### src/design/utts_pkg.sv
// ----------------------------------------------------------------------------
// utts_pkg: shared types and helpers for the utf-16 to utf-8 stream unit
// Job record passed from the classifier to the byte emitter, queue sizing,
// and the utf-8 byte builder.
// ----------------------------------------------------------------------------
package utts_pkg;

   // queue between classifier and emitter
   localparam int QUEUE_DEPTH = 4;
   localparam int QPTR_W      = $clog2(QUEUE_DEPTH);
   localparam int QCNT_W      = $clog2(QUEUE_DEPTH + 1);

   // positions inside the result tuser bus
   localparam int USER_HAS_BYTE   = 0;
   localparam int USER_ERROR      = 1;
   localparam int USER_STRING_END = 2;
   localparam int USER_W          = 3;

   // number of bytes in the utf-8 form, minus one
   localparam logic [1:0] LEN_ONE   = 2'd0;
   localparam logic [1:0] LEN_TWO   = 2'd1;
   localparam logic [1:0] LEN_THREE = 2'd2;
   localparam logic [1:0] LEN_FOUR  = 2'd3;

   // one unit of work for the emitter
   typedef struct packed {
      logic [20:0] code_point;
      logic [1:0]  last_idx;    // byte count minus one
      logic        err;         // emit one error result instead of bytes
      logic        is_last;     // last unit of the string
   } job_type;

   // byte idx of the utf-8 encoding of code point cp, of length last_idx+1
   function automatic logic [7:0] utf8_byte(input logic [20:0] cp,
                                            input logic [1:0]  last_idx,
                                            input logic [1:0]  idx);
      logic [7:0] b;
      b = 8'h00;
      case (last_idx)
         LEN_ONE: b = {1'b0, cp[6:0]};
         LEN_TWO: begin
            case (idx)
               2'd0:    b = {3'b110, cp[10:6]};
               default: b = {2'b10, cp[5:0]};
            endcase
         end
         LEN_THREE: begin
            case (idx)
               2'd0:    b = {4'b1110, cp[15:12]};
               2'd1:    b = {2'b10, cp[11:6]};
               default: b = {2'b10, cp[5:0]};
            endcase
         end
         default: begin
            case (idx)
               2'd0:    b = {5'b11110, cp[20:18]};
               2'd1:    b = {2'b10, cp[17:12]};
               2'd2:    b = {2'b10, cp[11:6]};
               default: b = {2'b10, cp[5:0]};
            endcase
         end
      endcase
      return b;
   endfunction

endpackage

### src/design/utts_front.sv
// ----------------------------------------------------------------------------
// utts_front: code unit classifier
// Accepts utf-16 code units, pairs surrogates, tracks failed strings and
// pushes one job per code point or error into the queue.
// ----------------------------------------------------------------------------
module utts_front (
   input  logic              clock,
   input  logic              reset,
   input  logic              req_tvalid,
   output logic              req_tready,
   input  logic [15:0]       req_tdata,   // [15:0] code_unit
   input  logic              req_tlast,   // is_last
   input  logic              queue_full,
   output logic              push,
   output utts_pkg::job_type push_job
);

   logic [9:0] held_high_ff, held_high_in;
   logic       high_pending_ff, high_pending_in;
   logic       string_failed_ff, string_failed_in;
   logic       accept;
   logic       is_high;
   logic       is_low;
   logic [20:0] supp_cp;

   assign req_tready = !queue_full;
   assign accept     = req_tvalid && req_tready;
   assign is_high    = (req_tdata[15:10] == 6'b110110);
   assign is_low     = (req_tdata[15:10] == 6'b110111);
   assign supp_cp    = {1'b0, held_high_ff, req_tdata[9:0]} + 21'h10000;

   // classify the unit and work out the next surrogate state
   always_comb begin
      held_high_in       = held_high_ff;
      high_pending_in    = high_pending_ff;
      string_failed_in   = string_failed_ff;
      push               = 1'b0;
      push_job.code_point = {5'd0, req_tdata};
      push_job.last_idx  = utts_pkg::LEN_ONE;
      push_job.err       = 1'b0;
      push_job.is_last   = req_tlast;
      if (accept) begin
         if (string_failed_ff) begin
            string_failed_in = !req_tlast;
         end else if (high_pending_ff) begin
            push            = 1'b1;
            high_pending_in = 1'b0;
            held_high_in    = 10'd0;
            if (!is_low) begin
               push_job.err     = 1'b1;
               string_failed_in = !req_tlast;
            end else begin
               push_job.code_point = supp_cp;
               push_job.last_idx   = utts_pkg::LEN_FOUR;
            end
         end else if (is_high) begin
            if (req_tlast) begin
               push         = 1'b1;
               push_job.err = 1'b1;
            end else begin
               held_high_in    = req_tdata[9:0];
               high_pending_in = 1'b1;
            end
         end else if (is_low) begin
            push             = 1'b1;
            push_job.err     = 1'b1;
            string_failed_in = !req_tlast;
         end else begin
            push = 1'b1;
            if (req_tdata < 16'h0080) begin
               push_job.last_idx = utts_pkg::LEN_ONE;
            end else if (req_tdata < 16'h0800) begin
               push_job.last_idx = utts_pkg::LEN_TWO;
            end else begin
               push_job.last_idx = utts_pkg::LEN_THREE;
            end
         end
      end
   end

   // surrogate and failure state
   always_ff @(posedge clock) begin
      if (reset) begin
         held_high_ff     <= 10'd0;
         high_pending_ff  <= 1'b0;
         string_failed_ff <= 1'b0;
      end else begin
         held_high_ff     <= held_high_in;
         high_pending_ff  <= high_pending_in;
         string_failed_ff <= string_failed_in;
      end
   end

endmodule

### src/design/utts_queue.sv
// ----------------------------------------------------------------------------
// utts_queue: job queue
// Small show-ahead queue of jobs between the classifier and the emitter.
// ----------------------------------------------------------------------------
module utts_queue (
   input  logic              clock,
   input  logic              reset,
   input  logic              push,
   input  utts_pkg::job_type push_job,
   input  logic              pop,
   output logic              full,
   output logic              empty,
   output utts_pkg::job_type head_job,
   output logic [utts_pkg::QCNT_W-1:0] level
);

   utts_pkg::job_type                entry_ff [utts_pkg::QUEUE_DEPTH];
   logic [utts_pkg::QPTR_W-1:0]      wr_ptr_ff, wr_ptr_in;
   logic [utts_pkg::QPTR_W-1:0]      rd_ptr_ff, rd_ptr_in;
   logic [utts_pkg::QCNT_W-1:0]      count_ff, count_in;
   logic                             do_push;
   logic                             do_pop;

   assign full     = (count_ff == utts_pkg::QCNT_W'(utts_pkg::QUEUE_DEPTH));
   assign empty    = (count_ff == '0);
   assign do_push  = push && !full;
   assign do_pop   = pop && !empty;
   assign head_job = entry_ff[rd_ptr_ff];
   assign level    = count_ff;

   // pointer and fill level update
   always_comb begin
      wr_ptr_in = wr_ptr_ff;
      rd_ptr_in = rd_ptr_ff;
      count_in  = count_ff;
      if (do_push) begin
         wr_ptr_in = wr_ptr_ff + utts_pkg::QPTR_W'(1);
      end
      if (do_pop) begin
         rd_ptr_in = rd_ptr_ff + utts_pkg::QPTR_W'(1);
      end
      if (do_push && !do_pop) begin
         count_in = count_ff + utts_pkg::QCNT_W'(1);
      end else if (do_pop && !do_push) begin
         count_in = count_ff - utts_pkg::QCNT_W'(1);
      end
   end

   always_ff @(posedge clock) begin
      if (reset) begin
         wr_ptr_ff <= '0;
         rd_ptr_ff <= '0;
         count_ff  <= '0;
      end else begin
         wr_ptr_ff <= wr_ptr_in;
         rd_ptr_ff <= rd_ptr_in;
         count_ff  <= count_in;
      end
   end

   // storage
   always_ff @(posedge clock) begin
      if (do_push) begin
         entry_ff[wr_ptr_ff] <= push_job;
      end
   end

endmodule

### src/design/utts_back.sv
// ----------------------------------------------------------------------------
// utts_back: byte emitter
// Walks the job at the queue head one byte per cycle into the result
// register while free, and pops the job after its last byte or error result.
// ----------------------------------------------------------------------------
module utts_back (
   input  logic                         clock,
   input  logic                         reset,
   input  logic                         queue_empty,
   input  utts_pkg::job_type            head_job,
   output logic                         pop,
   output logic                         rsp_tvalid,
   input  logic                         rsp_tready,
   output logic [7:0]                   rsp_tdata,  // [7:0] out_byte
   output logic                         rsp_tlast,  // run_last
   output logic [utts_pkg::USER_W-1:0]  rsp_tuser   // [0] has_byte, [1] error,
                                                    // [2] string_end
);

   logic [1:0]                      idx_ff, idx_in;
   logic                            valid_ff, valid_in;
   logic [7:0]                      byte_ff, byte_in;
   logic                            last_ff, last_in;
   logic [utts_pkg::USER_W-1:0]     user_ff, user_in;
   logic                            slot_free;
   logic                            load;
   logic                            final_byte;

   assign slot_free  = !valid_ff || rsp_tready;
   assign load       = slot_free && !queue_empty;
   assign final_byte = head_job.err || (idx_ff == head_job.last_idx);
   assign pop        = load && final_byte;

   // next result and byte index
   always_comb begin
      idx_in   = idx_ff;
      valid_in = valid_ff;
      byte_in  = byte_ff;
      last_in  = last_ff;
      user_in  = user_ff;
      if (slot_free) begin
         valid_in = 1'b0;
      end
      if (load) begin
         valid_in = 1'b1;
         last_in  = final_byte;
         user_in[utts_pkg::USER_ERROR]      = head_job.err;
         user_in[utts_pkg::USER_HAS_BYTE]   = !head_job.err;
         user_in[utts_pkg::USER_STRING_END] = final_byte &&
                                              (head_job.err || head_job.is_last);
         if (head_job.err) begin
            byte_in = 8'h00;
         end else begin
            byte_in = utts_pkg::utf8_byte(head_job.code_point, head_job.last_idx,
                                          idx_ff);
         end
         idx_in = final_byte ? 2'd0 : idx_ff + 2'd1;
      end
   end

   // control registers
   always_ff @(posedge clock) begin
      if (reset) begin
         idx_ff   <= 2'd0;
         valid_ff <= 1'b0;
      end else begin
         idx_ff   <= idx_in;
         valid_ff <= valid_in;
      end
   end

   // result payload
   always_ff @(posedge clock) begin
      byte_ff <= byte_in;
      last_ff <= last_in;
      user_ff <= user_in;
   end

   assign rsp_tvalid = valid_ff;
   assign rsp_tdata  = byte_ff;
   assign rsp_tlast  = last_ff;
   assign rsp_tuser  = user_ff;

endmodule

### src/design/utf16_to_utf8_stream_unit.sv
// ----------------------------------------------------------------------------
// utf16_to_utf8_stream_unit: utf-16 to utf-8 stream converter
// Turns a stream of utf-16 code units into utf-8 bytes, one byte per result
// transfer, with error results for broken surrogate sequences.
//
//   channel  dir  data                    side band
//   req_     in   code_unit [15:0]        tlast = is_last
//   rsp_     out  out_byte [7:0]          tlast = run_last,
//                                         tuser = has_byte, error, string_end
//
// A code unit is accepted while the job queue has room; a failed-string
// item or a held high surrogate yields no job, and the low half of a
// surrogate pair yields one four-byte job. The emitter sends one result per
// cycle while the queue is not empty and the output is not stalled: one
// result per utf-8 byte of a job, or one for an error job. Reset is
// synchronous and clears the surrogate state, queue and result valid flag. A
// stalled result holds while the queue keeps accepting input until it fills.
// ----------------------------------------------------------------------------
module utf16_to_utf8_stream_unit (
   input  logic                         clock,
   input  logic                         reset,
   input  logic                         req_tvalid,
   output logic                         req_tready,
   input  logic [15:0]                  req_tdata,  // [15:0] code_unit
   input  logic                         req_tlast,  // is_last
   output logic                         rsp_tvalid,
   input  logic                         rsp_tready,
   output logic [7:0]                   rsp_tdata,  // [7:0] out_byte
   output logic                         rsp_tlast,  // run_last
   output logic [utts_pkg::USER_W-1:0]  rsp_tuser   // [0] has_byte, [1] error,
                                                    // [2] string_end
);

   utts_pkg::job_type               push_job;
   utts_pkg::job_type               head_job;
   logic                            push;
   logic                            pop;
   logic                            queue_full;
   logic                            queue_empty;
   logic [utts_pkg::QCNT_W-1:0]     queue_level;

   // classifier
   utts_front u_front (
      .clock      (clock),
      .reset      (reset),
      .req_tvalid (req_tvalid),
      .req_tready (req_tready),
      .req_tdata  (req_tdata),
      .req_tlast  (req_tlast),
      .queue_full (queue_full),
      .push       (push),
      .push_job   (push_job)
   );

   // job queue
   utts_queue u_queue (
      .clock    (clock),
      .reset    (reset),
      .push     (push),
      .push_job (push_job),
      .pop      (pop),
      .full     (queue_full),
      .empty    (queue_empty),
      .head_job (head_job),
      .level    (queue_level)
   );

   // byte emitter
   utts_back u_back (
      .clock       (clock),
      .reset       (reset),
      .queue_empty (queue_empty),
      .head_job    (head_job),
      .pop         (pop),
      .rsp_tvalid  (rsp_tvalid),
      .rsp_tready  (rsp_tready),
      .rsp_tdata   (rsp_tdata),
      .rsp_tlast   (rsp_tlast),
      .rsp_tuser   (rsp_tuser)
   );

`ifndef SYNTHESIS
   // an error result is always a complete run and ends its string
   a_error_ends: assert property (@(posedge clock) disable iff (reset)
      rsp_tvalid && rsp_tuser[utts_pkg::USER_ERROR] |->
         rsp_tlast && rsp_tuser[utts_pkg::USER_STRING_END] &&
         !rsp_tuser[utts_pkg::USER_HAS_BYTE])
      else $error("error result without run and string end");

   // end of string only on the last result of a run
   a_end_on_run_last: assert property (@(posedge clock) disable iff (reset)
      rsp_tvalid && rsp_tuser[utts_pkg::USER_STRING_END] |-> rsp_tlast)
      else $error("string end on a result that is not last of its run");

   // queue never pushed when full and never overfills
   a_queue_bound: assert property (@(posedge clock) disable iff (reset)
      queue_level <= utts_pkg::QCNT_W'(utts_pkg::QUEUE_DEPTH) &&
      !(push && queue_full))
      else $error("job queue overflow");
`endif

endmodule
### config.mk
export PLATFORM = sky130hd
export DESIGN_NAME = utf16_to_utf8_stream_unit
export DESIGN_NICKNAME = d
export VERILOG_FILES = /design/src/design/utts_pkg.sv /design/src/design/utts_front.sv /design/src/design/utts_queue.sv /design/src/design/utts_back.sv /design/src/design/utf16_to_utf8_stream_unit.sv
export SDC_FILE = /design/constraint.sdc
export NUM_CORES = 1
export LEC_CHECK = 0
export BUFFER_PORTS_ARGS = -buffer_cell sky130_fd_sc_hd__buf_4
export CELL_PAD_IN_SITES_DETAIL_PLACEMENT = 1
export CELL_PAD_IN_SITES_GLOBAL_PLACEMENT = 1
export CORE_ASPECT_RATIO = 2
export CORE_MARGIN = 4
export CORE_UTILIZATION = 55
export CTS_CLUSTER_DIAMETER = 200
export DETAILED_ROUTE_END_ITERATION = 8
export HOLD_SLACK_MARGIN = 0.05
export PLACE_DENSITY = 0.84
export SLEW_MARGIN = 10
export SYNTH_ARGS = -nofsm -noshare
export SYNTH_HDL_FRONTEND = slang
export SYNTH_HIERARCHICAL = 1
export SYNTH_SLANG_ARGS = --single-unit
export TNS_END_PERCENT = 1
### constraint.sdc
create_clock -name clock -period 7.25 [get_ports clock]
set_clock_uncertainty 0.1 [all_clocks]
set_input_delay 0.725 -clock clock [delete_from_list [all_inputs] [get_ports clock]]
set_output_delay 0.725 -clock clock [all_outputs]
set_load 0.02 [all_outputs]
==> flow_summary.toml, run 1 <==
[synth]
yosysSeqAreaShare = 0.636
synth_flop_cell = "edfxtp_1"
synthArstFlopShare = 0
syn_nets = 420
synth_area_um2 = 6040
syn_avg_cell_area_um2 = 15.6
ys_ff_latch = 136
synth_edf_count = 112
yosysWarnings = 6
synth_cells = 387
ys_types = 72

[detailed_routing]
postRouteAntennaNets = 0
wl_per_cell_um = 25.2
routed_wl_um = 14400
via_per_inst = 6.20
drt_iter0_markers = 227
vias = 3536
dr.pass1.iters = 5
drc_errors = 0

[timing]
slew_viol_final = 0
hold_viol = 0
setup_tns_ns = 0
tightest_slew_ns = 0.632
timing.hold.ws_ns = 0.388
fin_crit_ns = 3.94
finalSetupViolations = 0
rsz0062_at_grt = "false"
slew-limit-headroom = 0.579
max_freq_mhz = 254
fin_ws_ns = 3.31
fin_crit_sh = 0.544

[power]
ir_drop_v = 0.000236
pwr_density_cell_nw_per_um2 = 382
cellLeakagePower_nw = 2.42

[placed_design]
preCtsSetupSlack_ns = 3.32
portBuffers = 34
dp_cells = 538
dp_hpwl_um = 9540
place_congestion = 0.908

[clock_network]
cts_setup_buffers = 0
clk_pin_slew_ns = 0.06
cts_hold_buf = 0
cts_resized = 0
cts_tree = "yes"
clock_latency_ns = 0.41
cts_made_buffers = 17
clock_sinks = 136
cts_max_level = 4
cts-root-buf = "clkbuf_16"
cts.path.max_buffers = 2

[global_route]
grt_antenna_before_repair = 0
grt_pass1_vias = 3873
track_usage = 0.250
grt_pass1_wl_um = 22400
grt_start_max_net_pins = 26
grt.overflow.total = 0

[die]
die_y_um = 156
io_pins = 35
initial_utilization = 0.569
die_w_um = 82.1
design.core.area_um2 = 10600
rows = 53
die_area_um2 = 12800

[cells_and_area]
drive_gt1_frac = 0.242
fin_cells = 570
syn2layout_area_growth_pct = 14.3
fill_cells = 947
nets = 453
antenna_cells = 0
seq_area_um2 = 3840
multiInputGateArea_um2 = 1940
fin_util = 0.651

[setup_path]
critPathArrivalTime_ns = 4.18
required_ns = 7.49
timing.critical_path.fanout_max = 25
setup.worst_path.end_class = "flop"
crit_type = "reg -> reg"
start_kind = "flop"

[flow_run]
maxCapViolCount = 0

[hold_path]
min_path_type = "reg -> reg"

[outcome]
status = "completed"
cell families (layout without fill, tap and decap cells):
logic type | count (synthesis) | in the layout | share of synthesized area
AOI/OAI and AO/OA | 68 | 68 | 0.0839
xor gates and xnor gates | 8 | 8 | 0.0116
adders and majority gates | 12 | 12 | 0.0261
buffers and inverters | 41 | 87 | 0.0423
DFF | 136 | 136 | 0.636
muxes | 34 | 34 | 0.112
and+or+nand+nor | 88 | 88 | 0.0876
metal layers:
layer	vias up	routed length, um	GRT usage
met5	-	0	0
met4	0	546	0.127
met3	39	576	0.0520
met2	125	7990	0.426
met1	1796	5280	0.290
li1	1576	-	-
layout make-up:
type                            instances  area share
Tap cell                              137      0.0248
Multi-Input combinational cell        210       0.281
Clock buffer                           19      0.0627
Clock inverter                         13      0.0223
Timing Repair Buffer                   41      0.0446
Inverter                               14     0.00761
Sequential cell                       136       0.557
through the flow:
stage / instance area [um2] / total power [mW]
3_5_place_dp: 6320 / 1.79
3_3_place_gp: 6320 / 1.74
2_1_floorplan: 6040 / 1.57
4_1_cts: 6900 / 2.65
6_report: 6900 / 2.64
5_1_grt: 6900 / 2.77
power by group:
group / leakage, nW / internal (mW) / switching, mW
sequential: 1.23 / 1.00 / 0.0569
clock: 0.282 / 0.538 / 0.312
combinational: 0.900 / 0.280 / 0.445
synth_stat cells, drive strengths merged, types with 3 or more instances:
cell type,instances,area share
edfxtp,112,0.56
mux4,25,0.096
buf,24,0.031
dfxtp,24,0.080
nor2,24,0.016
nand2,18,0.012
a21oi,13,0.011
inv,13,0.0081
ha,11,0.023
a22o,10,0.015
o21ai,7,0.0058
xor2,7,0.010
and2,6,0.0062
nand2b,6,0.0062
nand3,6,0.0079
o211ai,6,0.0075
mux2i,5,0.0083
nor3,5,0.0068
o22ai,5,0.0062
mux2,4,0.0075
nand3b,4,0.0050
o311ai,4,0.0058
a222oi,3,0.0050
clkbuf,3,0.0021
o21a,3,0.0037
or2,3,0.0031
or3,3,0.0031
placed cells by master, fill, tap and decap left out, types with 7 or more instances in the layout:
| cell type | instances |
|---|---|
| buf_4 | 41 |
| nand2_1 | 17 |
| mux4_2 | 20 |
| dfxtp_1 | 24 |
| ha_1 | 11 |
| xor2_1 | 7 |
| inv_1 | 13 |
| nor2_1 | 23 |
| a21oi_1 | 12 |
| edfxtp_1 | 112 |
| clkbuf_16 | 17 |
| a22o_1 | 10 |
final timing paths:
path	from	end	slack [ns]	depth (start not counted)
worst max register to register	flop	u_queue/level[2]	3.31	12
worst max-delay path	flop	u_queue/level[2]	3.31	12
worst min register to register	u_front/held_high_ff[4]	u_front/held_high_ff[4]	0.39	1
worst min-delay path	u_front/held_high_ff[4]	u_front/held_high_ff[4]	0.39	1
worst max-delay path, stage by stage (launching register included):
cell and delay, ns:
dfxtp_1 0.31, buf_4 0.41, mux4_1 0.93, xor2_1 0.28, o21ai_1 0.14, and2_1 0.22
o31ai_2 0.09, ha_1 0.27, inv_1 0.07, fa_1 0.40, xor2_1 0.18, or3_1 0.32
a21oi_1 0.16
state kept, by name (all words and copies together) (netlist names), named ones only:
name                      flops
u_queue/entry_ff            100
u_front/held_high_ff         10
u_back/rsp_tdata              8
u_back/rsp_tuser              3
u_queue/level                 3
u_back/idx_ff                 2
u_queue/rd_ptr_ff             2
u_queue/wr_ptr_ff             2
u_back/rsp_tlast              1
u_back/rsp_tvalid             1
u_front/high_pending_ff       1
u_front/string_failed_ff      1
(Power assumes the default switching activity.)
==> inputs of run 2 (changes only) <==
CORE_UTILIZATION = 51   (was 55)
PLACE_DENSITY = 0.79   (was 0.84)
clock period = 3.69 ns   (was 7.25 ns; I/O delays follow)
==> run 2 against run 1 <==
  * Routed wire length rose by 0.45%
  * Hold slack got worse by 0.32 ns
  * Cell area rose by 0.98%
  * Sequential power rose by 97%
  * Maximum frequency rose by 16%
  * Final cell count rose by 2.1%
  * Critical path depth fell by 1
  * Utilization fell by 5.1 points
  * Largest power group unchanged
  * Global-route usage fell by 2.5 points
  * Critical endpoint unchanged
==> flow_summary.toml, run 2 (synthesized netlist as in run 1, its figures left out) <==
[cells_and_area]
fin_util = 0.599
layout_common_cells = "112 x edfxtp_1, 44 x buf_4, 24 x dfxtp_1"
final_area_um2 = 6970
largest_reg_flops = 100
final_common_cell = "edfxtp_1"
syn2layout_area_growth_pct = 15.4
regMostFlops = "u_queue/entry_ff"
fill_cells = 1103
nets = 457
antenna_cells = 0
drive_gt1_frac = 0.254

[die]
io_pins = 35
die_w_um = 85.0
design.core.area_um2 = 11600
die_y_um = 162
rows = 56
initial_utilization = 0.519
die_area_um2 = 13800

[detailed_routing]
wl_met1_um = 5000
routed_wl_um = 14500
wl_per_cell_um = 24.8
dr.max_layer_used = "met4"
vias = 3581
wl_met3_um = 672
postRouteAntennaNets = 0
wl_met2_um = 8260
drt_iter0_markers = 208
via_per_inst = 6.15
dr.pass1.iters = 5
drc_errors = 0

[clock_network]
cts_tree = "yes"
cts_resized = 0
clock_latency_ns = 0.42
cts_max_level = 4
clock_sinks = 136
cts.path.max_buffers = 2
cts_made_buffers = 17
clk_pin_slew_ns = 0.06
cts-root-buf = "clkbuf_16"

[timing]
tightest_slew_ns = 0.640
slew_viol_final = 0
fin_crit_ns = 3.41
slew-limit-headroom = 0.573
fin_crit_sh = 0.925
fin_ws_ns = 0.277
setup_tns_ns = 0
rsz0062_at_grt = "false"
hold_viol = 0
timing.hold.ws_ns = 0.0718
finalSetupViolations = 0
max_freq_mhz = 293

[setup_path]
required_ns = 3.94
critPathArrivalTime_ns = 3.66
timing.critical_path.fanout_max = 6
r2r_cells = 11
start_kind = "flop"
setup.worst_path.end_class = "flop"
crit_type = "reg -> reg"

[global_route]
grt_pass1_wl_um = 22600
grt.overflow.total = 0
grt_start_max_net_pins = 26
grt_pass1_vias = 3943
track_usage = 0.225
grt_antenna_before_repair = 0

[flow_run]
maxCapViolCount = 0

[placed_design]
preCtsSetupSlack_ns = 0.425
portBuffers = 34
place_congestion = 0.844
placed_cell_area_um2 = 6350
dp_hpwl_um = 9230

[hold_path]
min_path_type = "in -> reg"
hold_depth = 1

[power]
cellLeakagePower_nw = 2.44
pwr_density_cell_nw_per_um2 = 758
ir_drop_v = 0.000480

[outcome]
status = "completed"
-- run 2: final cells by class --
type                       instances  area [um2]  share of cell area
sequential                       136        3840               0.551
clock inverter                    14         173              0.0248
clock buffer                      18         439              0.0630
inverter                          14        52.6             0.00754
timing repair buffer              45         340              0.0488
tap                              145         181              0.0260
multi-input combinational        210        1940               0.278
-- run 2: path summary, 6_finish.rpt --
check,start,endpoint,slack (ns)
max,flop,u_queue/level[2],0.28
min,req_tdata[4],u_queue/entry_ff[2][8],0.07
max reg2reg,flop,u_queue/level[2],0.28
min reg2reg,u_front/held_high_ff[4],u_front/held_high_ff[4],0.39
-- run 2: critical path: stages (launching register included) --
cell	delay, ns
dfxtp_1	0.49
mux4_1	0.67
xor2_1	0.22
o21ai_1	0.15
and2_1	0.23
o31ai_2	0.11
ha_1	0.27
inv_1	0.07
fa_1	0.38
xor2_1	0.17
or3_1	0.33
a21oi_1	0.14
-- run 2: timing repair --
item | in CTS | in global routing
endpoints found under the setup margin | 0 | 0
hold buffers | 0 | 1
buffers inserted | 0 | 0
endpoints found under the hold margin | 0 | 4
-- run 2: power breakdown --
| part | internal, mW | total, mW | switching [mW] |
|---|---|---|---|
| Combinational | 0.566 | 1.45 | 0.886 |
| Clock | 1.08 | 1.74 | 0.657 |
| Sequential | 1.97 | 2.09 | 0.116 |
-- run 2: layer usage --
metal | track usage | vias to the layer above
li1 | - | 1593
met1 | 0.239 | 1832
met2 | 0.402 | 122
met3 | 0.0538 | 34
met4 | 0.125 | 0
met5 | 0 | -
-- run 2: per-stage QoR --
step | std cells | power, mW
2_1_floorplan | 387 | 3.08
3_3_place_gp | 549 | 3.45
3_5_place_dp | 549 | 3.54
4_1_cts | 581 | 5.32
5_1_grt | 582 | 5.52
6_report | 582 | 5.28
==> inputs of run 3 (changes only) <==
CORE_UTILIZATION = 50   (was 51)
PLACE_DENSITY = 0.77   (was 0.79)
==> run 3 against run 2 <==
  * Combinational power about the same
  * Critical path type unchanged
  * Sequential share of layout area increased by 0.15 points
  * Largest cell class unchanged
  * Routed wire length decreased by 3.6%
==> flow_summary.toml, run 3 (synthesized netlist as in run 1, its figures left out) <==
[setup_path]
cpMaxStageDelayCell = "mux4_1"
slowest_delay_ns = 0.64
path_buf_inv = 1
path_cells = "mux4_1 > xor2_1 > o21ai_1 > and2_1 > o31ai_2 > ha_1 > inv_1 > fa_1 > xor2_1 > or3_1 > a21oi_1"
required_ns = 3.94
start_kind = "flop"
crit_top_cell = "xor2_1"
critPathArrivalTime_ns = 3.49
crit_type = "reg -> reg"
timing.critical_path.fanout_max = 4
critPathTopFamily = "multiplexers"
setup.worst_path.end_class = "flop"

[clock_network]
cts_tree = "yes"
cts_setup_buffers = 0
cts_max_level = 4
cts_made_buffers = 17
clk_pin_slew_ns = 0.06
cts_resized = 0
cts.path.max_buffers = 2
clock_sinks = 136
cts-root-buf = "clkbuf_16"
clock_latency_ns = 0.42

[detailed_routing]
wl_per_cell_um = 23.8
vias = 3568
via_per_inst = 6.09
routed_wl_um = 13900
drc_errors = 0
dr.pass1.iters = 4
drt_iter0_markers = 261
postRouteAntennaNets = 0

[global_route]
grt_pass1_wl_um = 22000
met3_usage = 0.0485
grt_pass1_vias = 3960
track_usage = 0.216
grt.overflow.total = 0
grt_antenna_before_repair = 0
grt_util_met2 = 0.399
globalRoute.busiestLayer = "met2"
grt_use_met1 = 0.232
grt_start_max_net_pins = 26

[power]
ir_drop_v = 0.000434
combPwrFrac = 0.280
p_sw_mw = 1.62
power_frac_clock = 0.311
pwr_density_cell_nw_per_um2 = 732
seq_power_share = 0.409
total_power_mw = 5.09
internal_power_mw = 3.47
switching_share = 0.318
cellLeakagePower_nw = 2.43

[timing]
max_freq_mhz = 309
slew-limit-headroom = 0.574
finalSetupViolations = 0
slew_viol_final = 0
tightest_slew_ns = 0.640
hold_viol = 0
timing.hold.ws_ns = 0.0747
fin_crit_sh = 0.877
rsz0062_at_grt = "false"
setup_tns_ns = 0
fin_crit_ns = 3.23

[outcome]
status = "completed"

[placed_design]
portBuffers = 34
place_congestion = 0.858
placed_cell_area_um2 = 6350
dp_hpwl_um = 9070

[hold_path]
min_path_type = "in -> reg"
min-delay-start = "req_tlast"

[die]
rows = 56
design.core.area_um2 = 11800
die_area_um2 = 14000
io_pins = 35
initial_utilization = 0.513
die_w_um = 85.7
die_y_um = 163

[cells_and_area]
largest_reg_flops = 100
drive_gt1_frac = 0.249
fill_cells = 1122
layout_common_cells = "112 x edfxtp_1, 44 x buf_4, 24 x dfxtp_1"
antenna_cells = 0
final_area_um2 = 6950
multiInputGateArea_um2 = 1940
regMostFlops = "u_queue/entry_ff"
seq_area_um2 = 3840
syn2layout_area_growth_pct = 15.1
nets = 461
final_common_cell = "edfxtp_1"

[flow_run]
maxCapViolCount = 0
-- run 3: cell count changes in the layout (fill, tap and decap cells not counted), sizes merged --
cell | before | now
inv | 16 | 17
clkinvlp | 4 | 3
dlygate4sd3 | 1 | 5
bufinv | 3 | 1
clkinv | 5 | 6
clkbuf | 18 | 19
-- run 3: path summary, 6_finish.rpt --
kind,slack (ns),cells after the start,endpoint
worst min-delay path,0.07,1,u_queue/entry_ff[0][0]
worst max-delay path,0.46,11,u_queue/level[2]
worst max register to register,0.46,11,u_queue/level[2]
worst min register to register,0.38,1,u_front/held_high_ff[2]
-- run 3: worst register-to-register path, cell delays in order, from the launching register on --
cell and delay (ns):
dfxtp_1 0.41, mux4_1 0.64, xor2_1 0.21, o21ai_1 0.14
and2_1 0.23, o31ai_2 0.10, ha_1 0.25, inv_1 0.06
fa_1 0.37, xor2_1 0.18, or3_1 0.34, a21oi_1 0.15
-- run 3: area by class of cell --
cell class,count,share of cell area
flip-flops and latches,136,0.553
multi-input cells,210,0.279
repair buffers,49,0.0547
inverters,14,0.00756
well taps,145,0.0261
clock inverters,13,0.0173
clock buffers,19,0.0623
-- run 3: layer usage --
layer / vias to the layer above / wire, um
met3: 30 / 455
met5: - / 0
met4: 0 / 362
li1: 1599 / -
met2: 97 / 7990
met1: 1842 / 5130
-- run 3: per-stage QoR --
| step | std cells | setup WS, ns | util |
|---|---|---|---|
| after detailed placement | 549 | 0.504 | 0.539 |
| after global routing | 586 | 0.230 | 0.591 |
| after floorplan | 387 | 0.642 | - |
| final | 586 | 0.455 | 0.591 |
| after global placement | 549 | 0.652 | 0.539 |
| after CTS | 586 | 0.426 | 0.591 |
-- run 3: timing repair --
| item | CTS | global route |
|---|---|---|
| hold buffers | 5 | 0 |
| setup endpoints to repair | 0 | 0 |
| hold endpoints to repair | 19 | 0 |
-- run 3: power by group through the flow --
stage,Clock [mW],Sequential (mW),Combinational [mW]
after global placement,0,2.08,1.37
after floorplan,0,2.17,0.909
final,1.58,2.08,1.42
after CTS,1.62,2.09,1.44
after detailed placement,0,2.11,1.41
after global routing,1.70,2.10,1.56
